$ cat src/design/viu_pkg.sv
// ----------------------------------------------------------------------------
// viu_pkg
// Shared types, codes and datapath functions of the vector immediate unit.
// ----------------------------------------------------------------------------
package viu_pkg;

	localparam int VIU_NUM_VREGS      = 32;
	localparam int VIU_WORDS_PER_VREG = 4;

	typedef enum logic [1:0] {
		FUNC_ADD = 2'd0,
		FUNC_SUB = 2'd1,
		FUNC_LDI = 2'd2,
		FUNC_LDW = 2'd3
	} viu_func_t;

	localparam logic [1:0] ES_BYTE = 2'd0;
	localparam logic [1:0] ES_HALF = 2'd1;
	localparam logic [1:0] ES_WORD = 2'd2;
	localparam logic [1:0] ES_DBL  = 2'd3;

	// pattern modes, bit 12 clear
	localparam logic [1:0] PMS_BYTE = 2'd0;
	localparam logic [1:0] PMS_HALF = 2'd1;
	localparam logic [1:0] PMS_WORD = 2'd2;

	// pattern modes, bit 12 set
	localparam logic [3:0] PM_SH0    = 4'd0;
	localparam logic [3:0] PM_SH8    = 4'd1;
	localparam logic [3:0] PM_SH16   = 4'd2;
	localparam logic [3:0] PM_SH24   = 4'd3;
	localparam logic [3:0] PM_H0     = 4'd4;
	localparam logic [3:0] PM_H8     = 4'd5;
	localparam logic [3:0] PM_ONES8  = 4'd6;
	localparam logic [3:0] PM_ONES16 = 4'd7;
	localparam logic [3:0] PM_BYTES  = 4'd8;
	localparam logic [3:0] PM_BMASK  = 4'd9;
	localparam logic [3:0] PM_FSGL2  = 4'd10;
	localparam logic [3:0] PM_FSGL1  = 4'd11;
	localparam logic [3:0] PM_FDBL   = 4'd12;

	// one queued operation, already classified by the front end
	typedef struct packed {
		viu_func_t   func;
		logic [1:0]  es;
		logic [4:0]  dst;
		logic [4:0]  src;
		logic        src_ok;
		logic [4:0]  imm;
		logic [63:0] value;
		logic [1:0]  first_word;
		logic [1:0]  end_word;
	} viu_cmd_t;

	// lane-wise add/sub of a zero-extended 5-bit immediate, wrapping per lane
	function automatic logic [63:0] viu_lane_arith(input logic [63:0] w,
			input logic [1:0] es, input logic [4:0] imm, input logic sub);
		logic [7:0]  i8;
		logic [15:0] i16;
		logic [31:0] i32;
		logic [63:0] i64;
		logic [63:0] rb, rh, rw, rd;
		logic [63:0] res;
		int k;
		i8  = sub ? (8'd0 - {3'b0, imm}) : {3'b0, imm};
		i16 = sub ? (16'd0 - {11'b0, imm}) : {11'b0, imm};
		i32 = sub ? (32'd0 - {27'b0, imm}) : {27'b0, imm};
		i64 = sub ? (64'd0 - {59'b0, imm}) : {59'b0, imm};
		for (k = 0; k < 8; k++)
			rb[k*8 +: 8] = w[k*8 +: 8] + i8;
		for (k = 0; k < 4; k++)
			rh[k*16 +: 16] = w[k*16 +: 16] + i16;
		for (k = 0; k < 2; k++)
			rw[k*32 +: 32] = w[k*32 +: 32] + i32;
		rd = w + i64;
		case (es)
			ES_BYTE: res = rb;
			ES_HALF: res = rh;
			ES_WORD: res = rw;
			ES_DBL:  res = rd;
			default: res = rd;
		endcase
		return res;
	endfunction

	// 13-bit immediate to 64-bit pattern
	function automatic logic [63:0] viu_expand(input logic [12:0] x);
		logic [7:0]  t;
		logic [15:0] s16;
		logic [31:0] s32;
		logic [31:0] f;
		logic [63:0] bm;
		logic [63:0] res;
		int k;
		t   = x[7:0];
		s16 = {{6{x[9]}}, x[9:0]};
		s32 = {{22{x[9]}}, x[9:0]};
		f   = {x[7], ~x[6], {5{x[6]}}, x[5:0], 19'b0};
		for (k = 0; k < 8; k++)
			bm[k*8 +: 8] = {8{t[k]}};
		if (!x[12]) begin
			case (x[11:10])
				PMS_BYTE: res = {8{t}};
				PMS_HALF: res = {4{s16}};
				PMS_WORD: res = {2{s32}};
				default:  res = {{54{x[9]}}, x[9:0]};
			endcase
		end else begin
			case (x[11:8])
				PM_SH0:    res = {2{24'b0, t}};
				PM_SH8:    res = {2{16'b0, t, 8'b0}};
				PM_SH16:   res = {2{8'b0, t, 16'b0}};
				PM_SH24:   res = {2{t, 24'b0}};
				PM_H0:     res = {4{8'b0, t}};
				PM_H8:     res = {4{t, 8'b0}};
				PM_ONES8:  res = {2{16'b0, t, 8'hff}};
				PM_ONES16: res = {2{8'b0, t, 16'hffff}};
				PM_BYTES:  res = {8{t}};
				PM_BMASK:  res = bm;
				PM_FSGL2:  res = {2{f}};
				PM_FSGL1:  res = {32'b0, f};
				PM_FDBL:   res = {x[7], ~x[6], {8{x[6]}}, x[5:0], 48'b0};
				default:   res = 64'b0;
			endcase
		end
		return res;
	endfunction

endpackage

$ cat src/design/viu_front.sv
// ----------------------------------------------------------------------------
// viu_front
// Accepts input words, drops operations that write nothing, expands the
// load-immediate pattern and builds the queued command.
// ----------------------------------------------------------------------------
module viu_front import viu_pkg::*; #(
	parameter int NUM_VREGS      = VIU_NUM_VREGS,
	parameter int WORDS_PER_VREG = VIU_WORDS_PER_VREG
) (
	input  logic        in_valid,
	output logic        in_stall,
	input  logic [1:0]  func,
	input  logic [1:0]  elem_size,
	input  logic [4:0]  dest_reg,
	input  logic [4:0]  src_reg,
	input  logic [4:0]  small_imm,
	input  logic [12:0] pattern_imm,
	input  logic [1:0]  load_word_index,
	input  logic [63:0] load_word_data,
	input  logic        q_full,
	output logic        push,
	output viu_cmd_t    cmd
);

	localparam logic [1:0] TOP_WORD = 2'(WORDS_PER_VREG - 1);

	viu_func_t fn;
	logic      dst_ok;
	logic      idx_ok;
	logic      keep;

	assign fn     = viu_func_t'(func);
	assign dst_ok = ({1'b0, dest_reg} < 6'(NUM_VREGS));
	assign idx_ok = ({1'b0, load_word_index} < 3'(WORDS_PER_VREG));
	assign keep   = dst_ok && ((fn != FUNC_LDW) || idx_ok);

	assign in_stall = q_full;
	assign push     = in_valid && !q_full && keep;

	always_comb begin
		cmd.func       = fn;
		cmd.es         = elem_size;
		cmd.dst        = dest_reg;
		cmd.src        = src_reg;
		cmd.src_ok     = ({1'b0, src_reg} < 6'(NUM_VREGS));
		cmd.imm        = small_imm;
		cmd.first_word = 2'd0;
		cmd.end_word   = TOP_WORD;
		case (fn)
			FUNC_LDI: cmd.value = viu_expand(pattern_imm);
			FUNC_LDW: begin
				cmd.value      = load_word_data;
				cmd.first_word = load_word_index;
				cmd.end_word   = load_word_index;
			end
			default:  cmd.value = load_word_data;
		endcase
	end

endmodule

$ cat config.mk
export PLATFORM = sky130hd
export DESIGN_NAME = viu_front
export DESIGN_NICKNAME = d
export VERILOG_FILES = /design/src/design/viu_pkg.sv /design/src/design/viu_front.sv
export SDC_FILE = /design/constraint.sdc
export NUM_CORES = 1
export LEC_CHECK = 0
export ABC_AREA = 1
export BUFFER_PORTS_ARGS = -buffer_cell sky130_fd_sc_hd__buf_2
export CORE_UTILIZATION = 34
export DETAILED_ROUTE_END_ITERATION = 10
export PLACE_DENSITY = 0.76
export SYNTH_ARGS = -nofsm -noshare
export SYNTH_HDL_FRONTEND = slang
export SYNTH_SLANG_ARGS = --single-unit
$ cat constraint.sdc
create_clock -name vclk -period 2
set_input_delay 0.1 -clock vclk [all_inputs]
set_output_delay 0.1 -clock vclk [all_outputs]
set_load 0.005 [all_outputs]
==> out/metrics.yaml <==
synth_top_family_by_area: "simple AND/OR/NAND/NOR gates"
rsz0062_at_grt: "false"
gp_congestion: 0.9578
p_leak_nw: 2.190
grt_first_pass_wirelength_um: 16920
n_clock_buffer: 0
end_kind: "output port"
crit_required_ns: 1.90
yosys.area.top_type: "nand2_1"
initial_core_util: 0.3486
layout_commonest_cell: "nand2_1"
synthesis.area_um2: 2680
dp_hpwl_um: 8321
crit_arrival_ns: 1.64
p_switching_mw: 0.4396
synth_fp_nets: 730
final_nets: 848
synth_compound_gate_area_share: 0.2082
drv_cap: 0
p_sw_frac: 0.5971
met2_length_um: 4993
highest_layer: "met4"
met3WireLength_um: 742
post_cts_buffers: 0
drc: 0
port_buffers: 155
syn_to_final_growth_pct: 27.68
avgSynthCellArea_um2: 4.254
via_per_inst: 5.014
synthCells: 630
ios: 190
holdWs_ns: 0.2000
p_total_mw: 0.7362
synth-simple-area-share: 0.6088
finalMaxSlewViolations: 0
status: "complete, no violations"
p_int_mw: 0.2966
postRouteAntennaNets: 0
clkPwrFrac: 0
num_vias: 4257
synth-xor-area-share: 0
die-area_um2: 8242
max_freq_mhz: 573.9
crit_type: "in -> out"
global_route.overflow_total: 0
ys_warn_count: 0
finalSetupViolCount: 0
p_comb_frac: 1.000
post-place-ws_ns: 0.2693
die_h_um: 90.79
p_seq_frac: 0
avgRoutedWirePerCell_um: 12.48
drtIter0Drc: 285
drt-pass1-iter-count: 5
cp_max_fo: 15
period_minus_slack_ns: 1.743
synth_top_cell_area_share: 0.3389
grt_max_degree: 75
finalCritPeriodShare: 0.8713
timing.final.ws_setup_ns: 0.2574
design.seq.count: 0
grt_use_total: 0.2440
fill_cells: 944
peakVddDrop_mv: 0.07165
seq_area_um2: 0
die_width_um: 90.79
synthDistinctLibCells: 18
cp-start-kind: "primary input"
drt_wl_total_um: 10600
ys_top_cells_by_area: "nand2_1, nor2_1, a21oi_1"
grt_pass1_vias: 3693
min_path_type: "in -> out"
fin_setup_tns_ns: 0
muxShareOfSynthArea: 0
final_cell_mix: "nand2_1, buf_2, nor2_1"
drt-met1-wl_um: 4583
synthAdderAreaFrac: 0
synth-seq-area-share: 0
placeableCoreArea_um2: 7687
antenna_found_initial: 1
drive_gt1_frac: 0.2493
hold_viol: 0
num_rows: 32
powerDensity_nw_per_um2: 215.1
-- worst paths after layout --
path	depth (start not counted)	startpoint	slack [ns]	to
setup / recovery	9	pattern_imm[11]	0.26	cmd[62]
hold / removal	0	src_reg[0]	0.20	cmd[74]
-- area by class of cell --
type               instances  area, um2  area share
diodes                     1      2.502   0.0007313
inverters                 52      195.2     0.05704
multi-input cells        525       2203      0.6439
well taps                102      127.6     0.03729
repair buffers           169      893.4      0.2611
-- cell families after synthesis --
group                  Yosys count
AO/OA/AOI/OAI                  111
buffers and inverters          105
other                            1
AND/OR/NAND/NOR                413
-- worst max-delay path, cell delays in order --
cell,delay (ns)
buf_2,0.20
inv_2,0.23
nand2_2,0.13
nand3_1,0.10
nand2_1,0.17
a21oi_1,0.33
buf_4,0.20
a21oi_1,0.06
buf_2,0.12
-- through the flow --
step	cell area, um2	instances	utilization
6_report	3422	849	0.4452
5_1_grt	3422	849	0.4452
4_1_cts	3417	848	0.4445
3_5_place_dp	3417	848	0.4445
3_3_place_gp	3417	848	0.4445
2_1_floorplan	2680	630	-
-- power groups by stage --
stage | clock network, mW | logic [mW] | registers, mW
finish | 0.0000000672 | 0.736 | 0
global route | 0.0000000670 | 0.824 | 0
CTS | 0 | 0.731 | 0
detailed placement | 0 | 0.728 | 0
global placement | 0 | 0.725 | 0
floorplan | 0 | 0.451 | 0
-- synthesized netlist by cell type --
cell / instances
inv_2: 5
nor3_1: 1
o211ai_1: 1
nand2_2: 3
clkbuf_1: 25
a21oi_1: 89
nor2_2: 4
nor2_1: 127
nor2_4: 2
buf_4: 23
nand3_1: 33
o21ai_0: 21
inv_1: 45
clkinv_1: 2
nand2_1: 242
buf_2: 5
nand3_2: 1
conb_1: 1
-- what timing repair did --
item | in CTS | in global routing
gates resized for setup | 0 | 1
endpoints found under the setup margin | 0 | 3
hold buffers | 0 | 0
-- metal layers --
metal / vias up / global-route usage
met5: - / 0
met4: 0 / 0.08598
met3: 26 / 0.01178
met2: 188 / 0.4261
met1: 1869 / 0.3168
li1: 2174 / -
(Power assumes the default switching activity.)
