==> config.mk <==
export PLATFORM = sky130hd
export DESIGN_NAME = viu_queue
export DESIGN_NICKNAME = d
export VERILOG_FILES = /design/src/design/viu_pkg.sv /design/src/design/viu_queue.sv
export SDC_FILE = /design/constraint.sdc
export NUM_CORES = 1
export LEC_CHECK = 0
export BUFFER_PORTS_ARGS = -buffer_cell sky130_fd_sc_hd__buf_2
export CAP_MARGIN = 10
export CORE_UTILIZATION = 52
export CTS_BUF_LIST = sky130_fd_sc_hd__clkbuf_16
export DETAILED_ROUTE_END_ITERATION = 6
export PLACE_DENSITY = 0.89
export SLEW_MARGIN = 20
export SYNTH_ARGS = -nofsm -noshare
export SYNTH_HDL_FRONTEND = slang
export SYNTH_SLANG_ARGS = --single-unit
==> constraint.sdc <==
create_clock -name clk -period 6.3 [get_ports clk]
set_input_delay 1.26 -clock clk [delete_from_list [all_inputs] [get_ports clk]]
set_output_delay 1.26 -clock clk [all_outputs]
set_load 0.01 [all_outputs]
==> src/design/viu_pkg.sv <==
// ----------------------------------------------------------------------------
// viu_pkg
// Shared types, codes and datapath functions of the vector immediate unit.
// ----------------------------------------------------------------------------
package viu_pkg;

	localparam int VIU_NUM_VREGS      = 32;
	localparam int VIU_WORDS_PER_VREG = 4;

	typedef enum logic [1:0] {
		FUNC_ADD = 2'd0,
		FUNC_SUB = 2'd1,
		FUNC_LDI = 2'd2,
		FUNC_LDW = 2'd3
	} viu_func_t;

	localparam logic [1:0] ES_BYTE = 2'd0;
	localparam logic [1:0] ES_HALF = 2'd1;
	localparam logic [1:0] ES_WORD = 2'd2;
	localparam logic [1:0] ES_DBL  = 2'd3;

	// pattern modes, bit 12 clear
	localparam logic [1:0] PMS_BYTE = 2'd0;
	localparam logic [1:0] PMS_HALF = 2'd1;
	localparam logic [1:0] PMS_WORD = 2'd2;

	// pattern modes, bit 12 set
	localparam logic [3:0] PM_SH0    = 4'd0;
	localparam logic [3:0] PM_SH8    = 4'd1;
	localparam logic [3:0] PM_SH16   = 4'd2;
	localparam logic [3:0] PM_SH24   = 4'd3;
	localparam logic [3:0] PM_H0     = 4'd4;
	localparam logic [3:0] PM_H8     = 4'd5;
	localparam logic [3:0] PM_ONES8  = 4'd6;
	localparam logic [3:0] PM_ONES16 = 4'd7;
	localparam logic [3:0] PM_BYTES  = 4'd8;
	localparam logic [3:0] PM_BMASK  = 4'd9;
	localparam logic [3:0] PM_FSGL2  = 4'd10;
	localparam logic [3:0] PM_FSGL1  = 4'd11;
	localparam logic [3:0] PM_FDBL   = 4'd12;

	// one queued operation, already classified by the front end
	typedef struct packed {
		viu_func_t   func;
		logic [1:0]  es;
		logic [4:0]  dst;
		logic [4:0]  src;
		logic        src_ok;
		logic [4:0]  imm;
		logic [63:0] value;
		logic [1:0]  first_word;
		logic [1:0]  end_word;
	} viu_cmd_t;

	// lane-wise add/sub of a zero-extended 5-bit immediate, wrapping per lane
	function automatic logic [63:0] viu_lane_arith(input logic [63:0] w,
			input logic [1:0] es, input logic [4:0] imm, input logic sub);
		logic [7:0]  i8;
		logic [15:0] i16;
		logic [31:0] i32;
		logic [63:0] i64;
		logic [63:0] rb, rh, rw, rd;
		logic [63:0] res;
		int k;
		i8  = sub ? (8'd0 - {3'b0, imm}) : {3'b0, imm};
		i16 = sub ? (16'd0 - {11'b0, imm}) : {11'b0, imm};
		i32 = sub ? (32'd0 - {27'b0, imm}) : {27'b0, imm};
		i64 = sub ? (64'd0 - {59'b0, imm}) : {59'b0, imm};
		for (k = 0; k < 8; k++)
			rb[k*8 +: 8] = w[k*8 +: 8] + i8;
		for (k = 0; k < 4; k++)
			rh[k*16 +: 16] = w[k*16 +: 16] + i16;
		for (k = 0; k < 2; k++)
			rw[k*32 +: 32] = w[k*32 +: 32] + i32;
		rd = w + i64;
		case (es)
			ES_BYTE: res = rb;
			ES_HALF: res = rh;
			ES_WORD: res = rw;
			ES_DBL:  res = rd;
			default: res = rd;
		endcase
		return res;
	endfunction

	// 13-bit immediate to 64-bit pattern
	function automatic logic [63:0] viu_expand(input logic [12:0] x);
		logic [7:0]  t;
		logic [15:0] s16;
		logic [31:0] s32;
		logic [31:0] f;
		logic [63:0] bm;
		logic [63:0] res;
		int k;
		t   = x[7:0];
		s16 = {{6{x[9]}}, x[9:0]};
		s32 = {{22{x[9]}}, x[9:0]};
		f   = {x[7], ~x[6], {5{x[6]}}, x[5:0], 19'b0};
		for (k = 0; k < 8; k++)
			bm[k*8 +: 8] = {8{t[k]}};
		if (!x[12]) begin
			case (x[11:10])
				PMS_BYTE: res = {8{t}};
				PMS_HALF: res = {4{s16}};
				PMS_WORD: res = {2{s32}};
				default:  res = {{54{x[9]}}, x[9:0]};
			endcase
		end else begin
			case (x[11:8])
				PM_SH0:    res = {2{24'b0, t}};
				PM_SH8:    res = {2{16'b0, t, 8'b0}};
				PM_SH16:   res = {2{8'b0, t, 16'b0}};
				PM_SH24:   res = {2{t, 24'b0}};
				PM_H0:     res = {4{8'b0, t}};
				PM_H8:     res = {4{t, 8'b0}};
				PM_ONES8:  res = {2{16'b0, t, 8'hff}};
				PM_ONES16: res = {2{8'b0, t, 16'hffff}};
				PM_BYTES:  res = {8{t}};
				PM_BMASK:  res = bm;
				PM_FSGL2:  res = {2{f}};
				PM_FSGL1:  res = {32'b0, f};
				PM_FDBL:   res = {x[7], ~x[6], {8{x[6]}}, x[5:0], 48'b0};
				default:   res = 64'b0;
			endcase
		end
		return res;
	endfunction

endpackage

==> src/design/viu_queue.sv <==
// ----------------------------------------------------------------------------
// viu_queue
// Two-entry command queue between front end and back end.
// ----------------------------------------------------------------------------
module viu_queue import viu_pkg::*; (
	input  logic     clk,
	input  logic     arst_n,
	input  logic     push,
	input  viu_cmd_t push_cmd,
	input  logic     pop,
	output viu_cmd_t head,
	output logic     empty,
	output logic     full
);

	viu_cmd_t   ent_q [2];
	logic       wptr_q;
	logic       rptr_q;
	logic [1:0] cnt_q;

	assign empty = (cnt_q == 2'd0);
	assign full  = (cnt_q == 2'd2);
	assign head  = ent_q[rptr_q];

	always_ff @(posedge clk or negedge arst_n) begin
		if (!arst_n) begin
			wptr_q <= 1'b0;
			rptr_q <= 1'b0;
			cnt_q  <= 2'd0;
		end else begin
			if (push)
				wptr_q <= ~wptr_q;
			if (pop)
				rptr_q <= ~rptr_q;
			if (push && !pop)
				cnt_q <= cnt_q + 2'd1;
			else if (pop && !push)
				cnt_q <= cnt_q - 2'd1;
		end
	end

	always_ff @(posedge clk) begin
		if (push)
			ent_q[wptr_q] <= push_cmd;
	end

endmodule

==> flow_metrics.env, run 1 <==
export IMPL_dp_hpwl_um=7240
export IMPL_clockBufferDepth=2
export IMPL_post_cts_buffers=0
export IMPL_ys_seq_elements=180
export IMPL_drtPass1Iterations=5
export IMPL_status="completed"
export IMPL_grt_overflow_total=0
export IMPL_diodes=0
export IMPL_synth_compound_area_frac=0
export IMPL_rsz0062_at_grt="no"
export IMPL_grt_pass1_vias=3357
export IMPL_via_per_inst=4.98
export IMPL_maxSlewHeadroom=0.439
export IMPL_cp_startpoint="rptr_q$_DFFE_PN0P_"
export IMPL_avgSynthCellArea_um2=22.7
export IMPL_htreeDepth=4
export IMPL_synth_mux_area_fraction=0.157
export IMPL_io_buffers=181
export IMPL_synth_xor_area_share=0.00667
export IMPL_min_delay_start="cnt_q[1]$_DFFE_PN0P_"
export IMPL_finalPower_mw=3.61
export IMPL_cp_end_kind="output pin"
export IMPL_ant_nets=0
export IMPL_worstPathArrival_ns=2.46
export IMPL_fp_dieW_um=114
export IMPL_fmax_ghz=0.269
export IMPL_crit_path_top_delay_cell="dfrtp_4"
export IMPL_crit_family="buffers and inverters"
export IMPL_nFillCells=819
export IMPL_dieHeight_um=114
export IMPL_synthSimpleGateAreaFrac=0.00400
export IMPL_path_class="flop to output pin"
export IMPL_path_clk_slew_ns=0.06
export IMPL_synth_fp_nets=383
export IMPL_synth_fa_ha_area_frac=0.00190
export IMPL_hold_path_class="flop to flop"
export IMPL_ios=182
export IMPL_grt_max_degree=61
export IMPL_drt_iter0_drc=174
export IMPL_hold_buffers=0
export IMPL_synth_cell_types=13
export IMPL_antenna_found_initial=0
export IMPL_cts_tree="built"
export IMPL_worstPathRequired_ns=5.04
export IMPL_peakVddDrop_v=0.000273
export IMPL_drive_above_1_share=0.602
export IMPL_reg2reg_from="wptr_q$_DFFE_PN0P_"
export IMPL_worst_setup_path_start_kind="flop"
export IMPL_area_delta_synth_final_pct=24.6
export IMPL_gp_congestion=0.659
export IMPL_cts_root_buffer="clkbuf_16"
export IMPL_cts_made_buffers=17
export IMPL_rows=40
export IMPL_finClkSkew_ns=0.00862
export IMPL_drv_slew=0
export IMPL_clock_sinks=180
export IMPL_cts_resized=0
export IMPL_crit_fanout=54
export IMPL_clk_insertion_delay_late_ns=0.42
export IMPL_cp_num_buf_inv=2
export IMPL_leakagePower_nw=3.14
export IMPL_p_per_area_nw_per_um2=442
export IMPL_final_common_cell="buf_2"
export IMPL_ys_warn_count=0
export IMPL_fp_dieArea_um2=13100
export IMPL_utilization=0.673
export IMPL_seq_area_frac_synth=0.820
export IMPL_fp_coreArea_um2=12200
export IMPL_final_nets=576
export IMPL_drt_total_wl_um=11100
export IMPL_finalCritPeriodShare=0.590
export IMPL_start_util=0.540
export IMPL_hold_viol_final=0
export IMPL_setup_violations=0
export IMPL_setup_tns_ns=0
export IMPL_path_cells="buf_4 -> mux2_2 -> buf_2"
export IMPL_vias=3291
export IMPL_gr_usage_all_layers=0.176
export IMPL_most_common_layout_cells="181 x buf_2, 176 x edfxtp_1, 78 x mux2_2"
export IMPL_drcViolationCount=0
export IMPL_postSynthCellCount=290
export IMPL_max_stage_delay_ns=0.75
export IMPL_syn_area_um2=6570
export IMPL_maxCapViolCount=0
export IMPL_worst_pin_slew_ns=0.839
export IMPL_wl_per_cell_um=16.9
export IMPL_grt_pass1_wl_um=16400
export IMPL_synth_top_family_by_area="multiplexers"
export IMPL_period_needed_ns=3.72
[state kept, by name (all words and copies together) (netlist names)]
name,flops
wptr_q,1
cnt_q,2
ent_q,176
rptr_q,1
[metal layers]
| metal | GRT usage | up-vias | part of all wire |
|---|---|---|---|
| met5 | 0 | - | 0 |
| met4 | 0.0944 | 0 | 0.024 |
| met3 | 0.0598 | 24 | 0.059 |
| met2 | 0.299 | 124 | 0.52 |
| met1 | 0.197 | 1612 | 0.40 |
| li1 | - | 1531 | - |
[synth_stat cells, drive strengths merged]
cell / instances / area [µm²]
edfxtp: 176 / 5290
mux2: 88 / 1030
buf: 10 / 68.8
dfrtp: 4 / 100
xor2: 4 / 35.0
nor2: 2 / 7.51
nor2b: 2 / 12.5
and2: 1 / 6.26
ha: 1 / 12.5
inv: 1 / 3.75
xnor2: 1 / 8.76
[per-stage QoR]
step           hold WS [ns]  setup slack (ns)  cell area, µm²  std cells
2_1_floorplan         0.455             0.655            6570        290
3_3_place_gp          0.474              3.02            7650        632
3_5_place_dp          0.502              2.97            7650        632
4_1_cts               0.514              2.55            8180        661
5_1_grt               0.535              2.45            8180        661
6_report              0.513              2.58            8180        661
[path summary, 6_finish.rpt]
path / end / slack, ns / cells past startpoint
worst max-delay path: head[29] / 2.58 / 3
max in group asynchronous: rptr_q$_DFFE_PN0P_ / 5.50 / 1
worst min-delay path: cnt_q[1]$_DFFE_PN0P_ / 0.51 / 1
worst max register to register: ent_q[0][6]$_DFFE_PP_ / 3.99 / 2
worst min register to register: cnt_q[1]$_DFFE_PN0P_ / 0.51 / 1
min in group asynchronous: cnt_q[1]$_DFFE_PN0P_ / 0.65 / 1
[area by class of cell]
cell class,instances,area (µm²),share of cell area
Tap cell,168,210,0.0257
Clock buffer,17,425,0.0520
Sequential cell,180,5390,0.659
Multi-Input combinational cell,99,1120,0.137
Timing Repair Buffer,184,928,0.113
Clock inverter,12,104,0.0127
Inverter,1,3.75,0.000459
[worst reg2reg max path, stage by stage, from the launching register on]
cell and delay, ns:
dfrtp_1 0.43, nor2b_4 0.68, buf_4 0.76
[report_power, final]
group | internal (mW) | switching [mW]
combinational | 0.472 | 0.492
clock | 0.564 | 0.389
sequential | 1.59 | 0.104
total | 2.63 | 0.984
[cells by family after synthesis]
| kind of cell | Yosys count |
|---|---|
| flip-flops | 180 |
| XOR/XNOR | 5 |
| AND/OR/NAND/NOR | 5 |
| adder cells (fa/ha/maj) | 1 |
| buffers and inverters | 11 |
| multiplexers | 88 |
Power figures use the tool's default switching activity.
==> inputs of run 2 (changes only) <==
--- a/config.mk
+++ b/config.mk
@@ -5,12 +5,13 @@
 export SDC_FILE = /design/constraint.sdc
 export NUM_CORES = 1
 export LEC_CHECK = 0
+export ABC_AREA = 1
 export BUFFER_PORTS_ARGS = -buffer_cell sky130_fd_sc_hd__buf_2
 export CAP_MARGIN = 10
-export CORE_UTILIZATION = 52
+export CORE_UTILIZATION = 47
 export CTS_BUF_LIST = sky130_fd_sc_hd__clkbuf_16
 export DETAILED_ROUTE_END_ITERATION = 6
-export PLACE_DENSITY = 0.89
+export PLACE_DENSITY = 0.86
 export SLEW_MARGIN = 20
 export SYNTH_ARGS = -nofsm -noshare
 export SYNTH_HDL_FRONTEND = slang
==> constraint.sdc (replaced) <==
create_clock -name clk -period 3.4 [get_ports clk]
set_input_delay 0.68 -clock clk [delete_from_list [all_inputs] [get_ports clk]]
set_output_delay 0.68 -clock clk [all_outputs]
set_load 0.01 [all_outputs]
==> run 2 against run 1 <==
Sequential share of layout area shrank 0.91 points. Via count rose by 2.7%. Global-route usage fell by 1.0 points. Design area grew 1.4%. Core utilization decreased by 5.6 points. Routed wire length increased by 4.7%. Synthesized cell count up 3.1%. Clock-buffer cell count unchanged. Critical path type unchanged. Worst setup slack got worse by 2.0 ns. Combinational power rose by 91%.
==> flow_metrics.env, run 2 <==
export IMPL_status="completed"
export IMPL_grt_overflow_total=0
export IMPL_finClkSkew_ns=0.00605
export IMPL_worst_pin_slew_ns=0.638
export IMPL_worstPathRequired_ns=2.72
export IMPL_fmax_ghz=0.353
export IMPL_cts_resized=0
export IMPL_drt_total_wl_um=11700
export IMPL_synth_fp_nets=392
export IMPL_clk_insertion_delay_late_ns=0.41
export IMPL_top_register="ent_q"
export IMPL_grt_pass1_wl_um=17900
export IMPL_nFillCells=985
export IMPL_htreeDepth=4
export IMPL_grt_pass1_vias=3618
export IMPL_cp_end_kind="output pin"
export IMPL_wl_per_cell_um=17.0
export IMPL_post_cts_buffers=0
export IMPL_antenna_found_initial=0
export IMPL_ys_seq_elements=180
export IMPL_grt_max_degree=46
export IMPL_whs_ns=0.0650
export IMPL_fp_dieW_um=120
export IMPL_path_clk_slew_ns=0.06
export IMPL_ios=182
export IMPL_final_nets=589
export IMPL_synth_top_flop_cell="edfxtp_1"
export IMPL_gr_usage_all_layers=0.166
export IMPL_stdcell_area_um2=8300
export IMPL_worst_setup_path_start_kind="flop"
export IMPL_clockBufferDepth=2
export IMPL_cp_startpoint="rptr_q$_DFFE_PN0P_"
export IMPL_p_per_area_nw_per_um2=822
export IMPL_yosysMostFrequentCell="edfxtp_1"
export IMPL_ant_nets=0
export IMPL_ys_top_cells_by_count="176 x edfxtp_1, 78 x mux2_2, 10 x mux2_4"
export IMPL_setup_violations=0
export IMPL_synth_top_area_frac=0.802
export IMPL_postSynthCellCount=299
export IMPL_timing_reg2reg_setup_slack_ns=1.81
export IMPL_cts_made_buffers=17
export IMPL_synthSimpleGateAreaFrac=0.00627
export IMPL_async_flop_share=0.0222
export IMPL_largest_register_ffs=176
export IMPL_maxCapViolCount=0
export IMPL_hold_viol_final=0
export IMPL_path_class="flop to output pin"
export IMPL_cts_root_buffer="clkbuf_16"
export IMPL_dp_hpwl_um=7780
export IMPL_rsz0062_at_grt="no"
export IMPL_reg2reg_from="wptr_q$_DFFE_PN0P_"
export IMPL_fp_dieArea_um2=14500
export IMPL_drive_above_1_share=0.607
export IMPL_synth_xor_area_share=0.00399
export IMPL_synth_edff_count=176
export IMPL_final_common_cell="buf_2"
export IMPL_drtPass1Iterations=6
export IMPL_hold_path_class="primary input to async pin"
export IMPL_leakagePower_nw=3.19
export IMPL_drt_iter0_drc=173
export IMPL_period_needed_ns=2.83
export IMPL_synth_cell_types=14
export IMPL_clock_sinks=180
export IMPL_via_per_inst=4.93
export IMPL_gp_congestion=0.713
export IMPL_maxSlewHeadroom=0.575
export IMPL_place_inst=653
export IMPL_setup_tns_ns=0
export IMPL_largestRegisters="ent_q: 176 flops, cnt_q: 2 flops"
export IMPL_path_cells="buf_4 -> mux2_2 -> buf_2"
export IMPL_vias=3380
export IMPL_area_delta_synth_final_pct=25.9
export IMPL_ys_warn_count=0
export IMPL_finalNonFillerCells=685
export IMPL_finalCritPeriodShare=0.832
export IMPL_syn_area_um2=6590
export IMPL_worstPathArrival_ns=2.15
export IMPL_hold_buffers=0
export IMPL_crit_path_top_delay_cell="dfrtp_4"
export IMPL_seq_area_frac_synth=0.817
export IMPL_drv_slew=0
export IMPL_avgSynthCellArea_um2=22.0
export IMPL_drcViolationCount=0
export IMPL_io_buffers=181
export IMPL_crit_end="head[50]"
export IMPL_synth_top_area_cell="edfxtp_1"
export IMPL_peakVddDrop_v=0.000461
export IMPL_synth_top_family_by_area="multiplexers"
export IMPL_diodes=0
export IMPL_max_stage_delay_ns=0.82
export IMPL_crit_fanout=45
export IMPL_synth_compound_area_frac=0
export IMPL_fp_coreArea_um2=13500
export IMPL_cts_tree="built"
export IMPL_rows=42
export IMPL_dieHeight_um=120
export IMPL_start_util=0.490
export IMPL_synth_fa_ha_area_frac=0.00190
export IMPL_synth_mux_area_fraction=0.156
export IMPL_most_common_layout_cells="181 x buf_2, 176 x edfxtp_1, 78 x mux2_2"
export IMPL_yosys_top_cells_area="edfxtp_1 80%, mux2_2 13%, mux2_4 2.3%"
export IMPL_r2r_end="ent_q[1][46]$_DFFE_PP_"
export IMPL_finalPower_mw=6.82
export IMPL_dpl_cell_area_um2=7740
export IMPL_r2r_cells=3
==> run 2: cell types whose count changed after synthesis, sizes merged, moves of 2 or more <==
| cell | before | now |
|---|---|---|
| xor2 | 4 | 2 |
| nand2 | 0 | 5 |
| nor2b | 2 | 0 |
| inv | 1 | 7 |
==> run 2: cells by family (layout without fill, tap and decap cells) <==
family                   Yosys count  in the layout
AND/OR/NAND/NOR                   10             10
XOR/XNOR                           3              3
flip-flops                       180            180
buffers and inverters             17            227
adder cells (fa/ha/maj)            1              1
multiplexers                      88             88
==> run 2: worst max-delay path, delay by kind of cell, from the launching register on <==
family | cells | cell delay [ns]
buffers and inverters | 2 | 0.50
multiplexers | 1 | 0.36
flip-flops | 1 | 0.82
==> run 2: cell type report <==
type,count,area [µm²],share of cell area
sequential,180,5390,0.650
tap,176,220,0.0265
clock inverter,15,135,0.0163
clock buffer,17,425,0.0513
inverter,7,27.5,0.00332
multi-input combinational,102,1120,0.135
timing repair buffer,188,983,0.119
==> run 2: worst min-delay path by stage <==
| stage | slack, ns | startpoint | depth (start not counted) | endpoint |
|---|---|---|---|---|
| 5_1_grt | 0.05 | arst_n | 1 | cnt_q[1]$_DFFE_PN0P_ |
| 3_3_place_gp | 0.48 | cnt_q[1]$_DFFE_PN0P_ | 2 | cnt_q[1]$_DFFE_PN0P_ |
| 2_1_floorplan | 0.38 | arst_n | 0 | cnt_q[0]$_DFFE_PN0P_ |
| 3_5_place_dp | 0.50 | arst_n | 1 | cnt_q[0]$_DFFE_PN0P_ |
| 6_report | 0.06 | arst_n | 1 | cnt_q[1]$_DFFE_PN0P_ |
| 4_1_cts | 0.05 | arst_n | 1 | cnt_q[0]$_DFFE_PN0P_ |
==> run 2: power breakdown <==
part	internal, mW	switching (mW)	total [mW]
Combinational	0.914	0.928	1.84
Sequential	2.95	0.212	3.16
Clock	1.01	0.810	1.82
Total	4.87	1.95	6.82
==> run 2: per-layer routing <==
metal,global-route usage,up-vias,part of all wire
li1,-,1567,-
met1,0.178,1674,0.39
met2,0.303,121,0.54
met3,0.0509,18,0.058
met4,0.0687,0,0.019
met5,0,-,0
==> run 2: per-stage QoR <==
step / setup WS [ns] / util
global placement: 1.05 / 0.575
global route: 0.497 / 0.617
finish: 0.570 / 0.617
CTS: 0.568 / 0.617
detailed placement: 1.03 / 0.575
floorplan: 0.518 / -
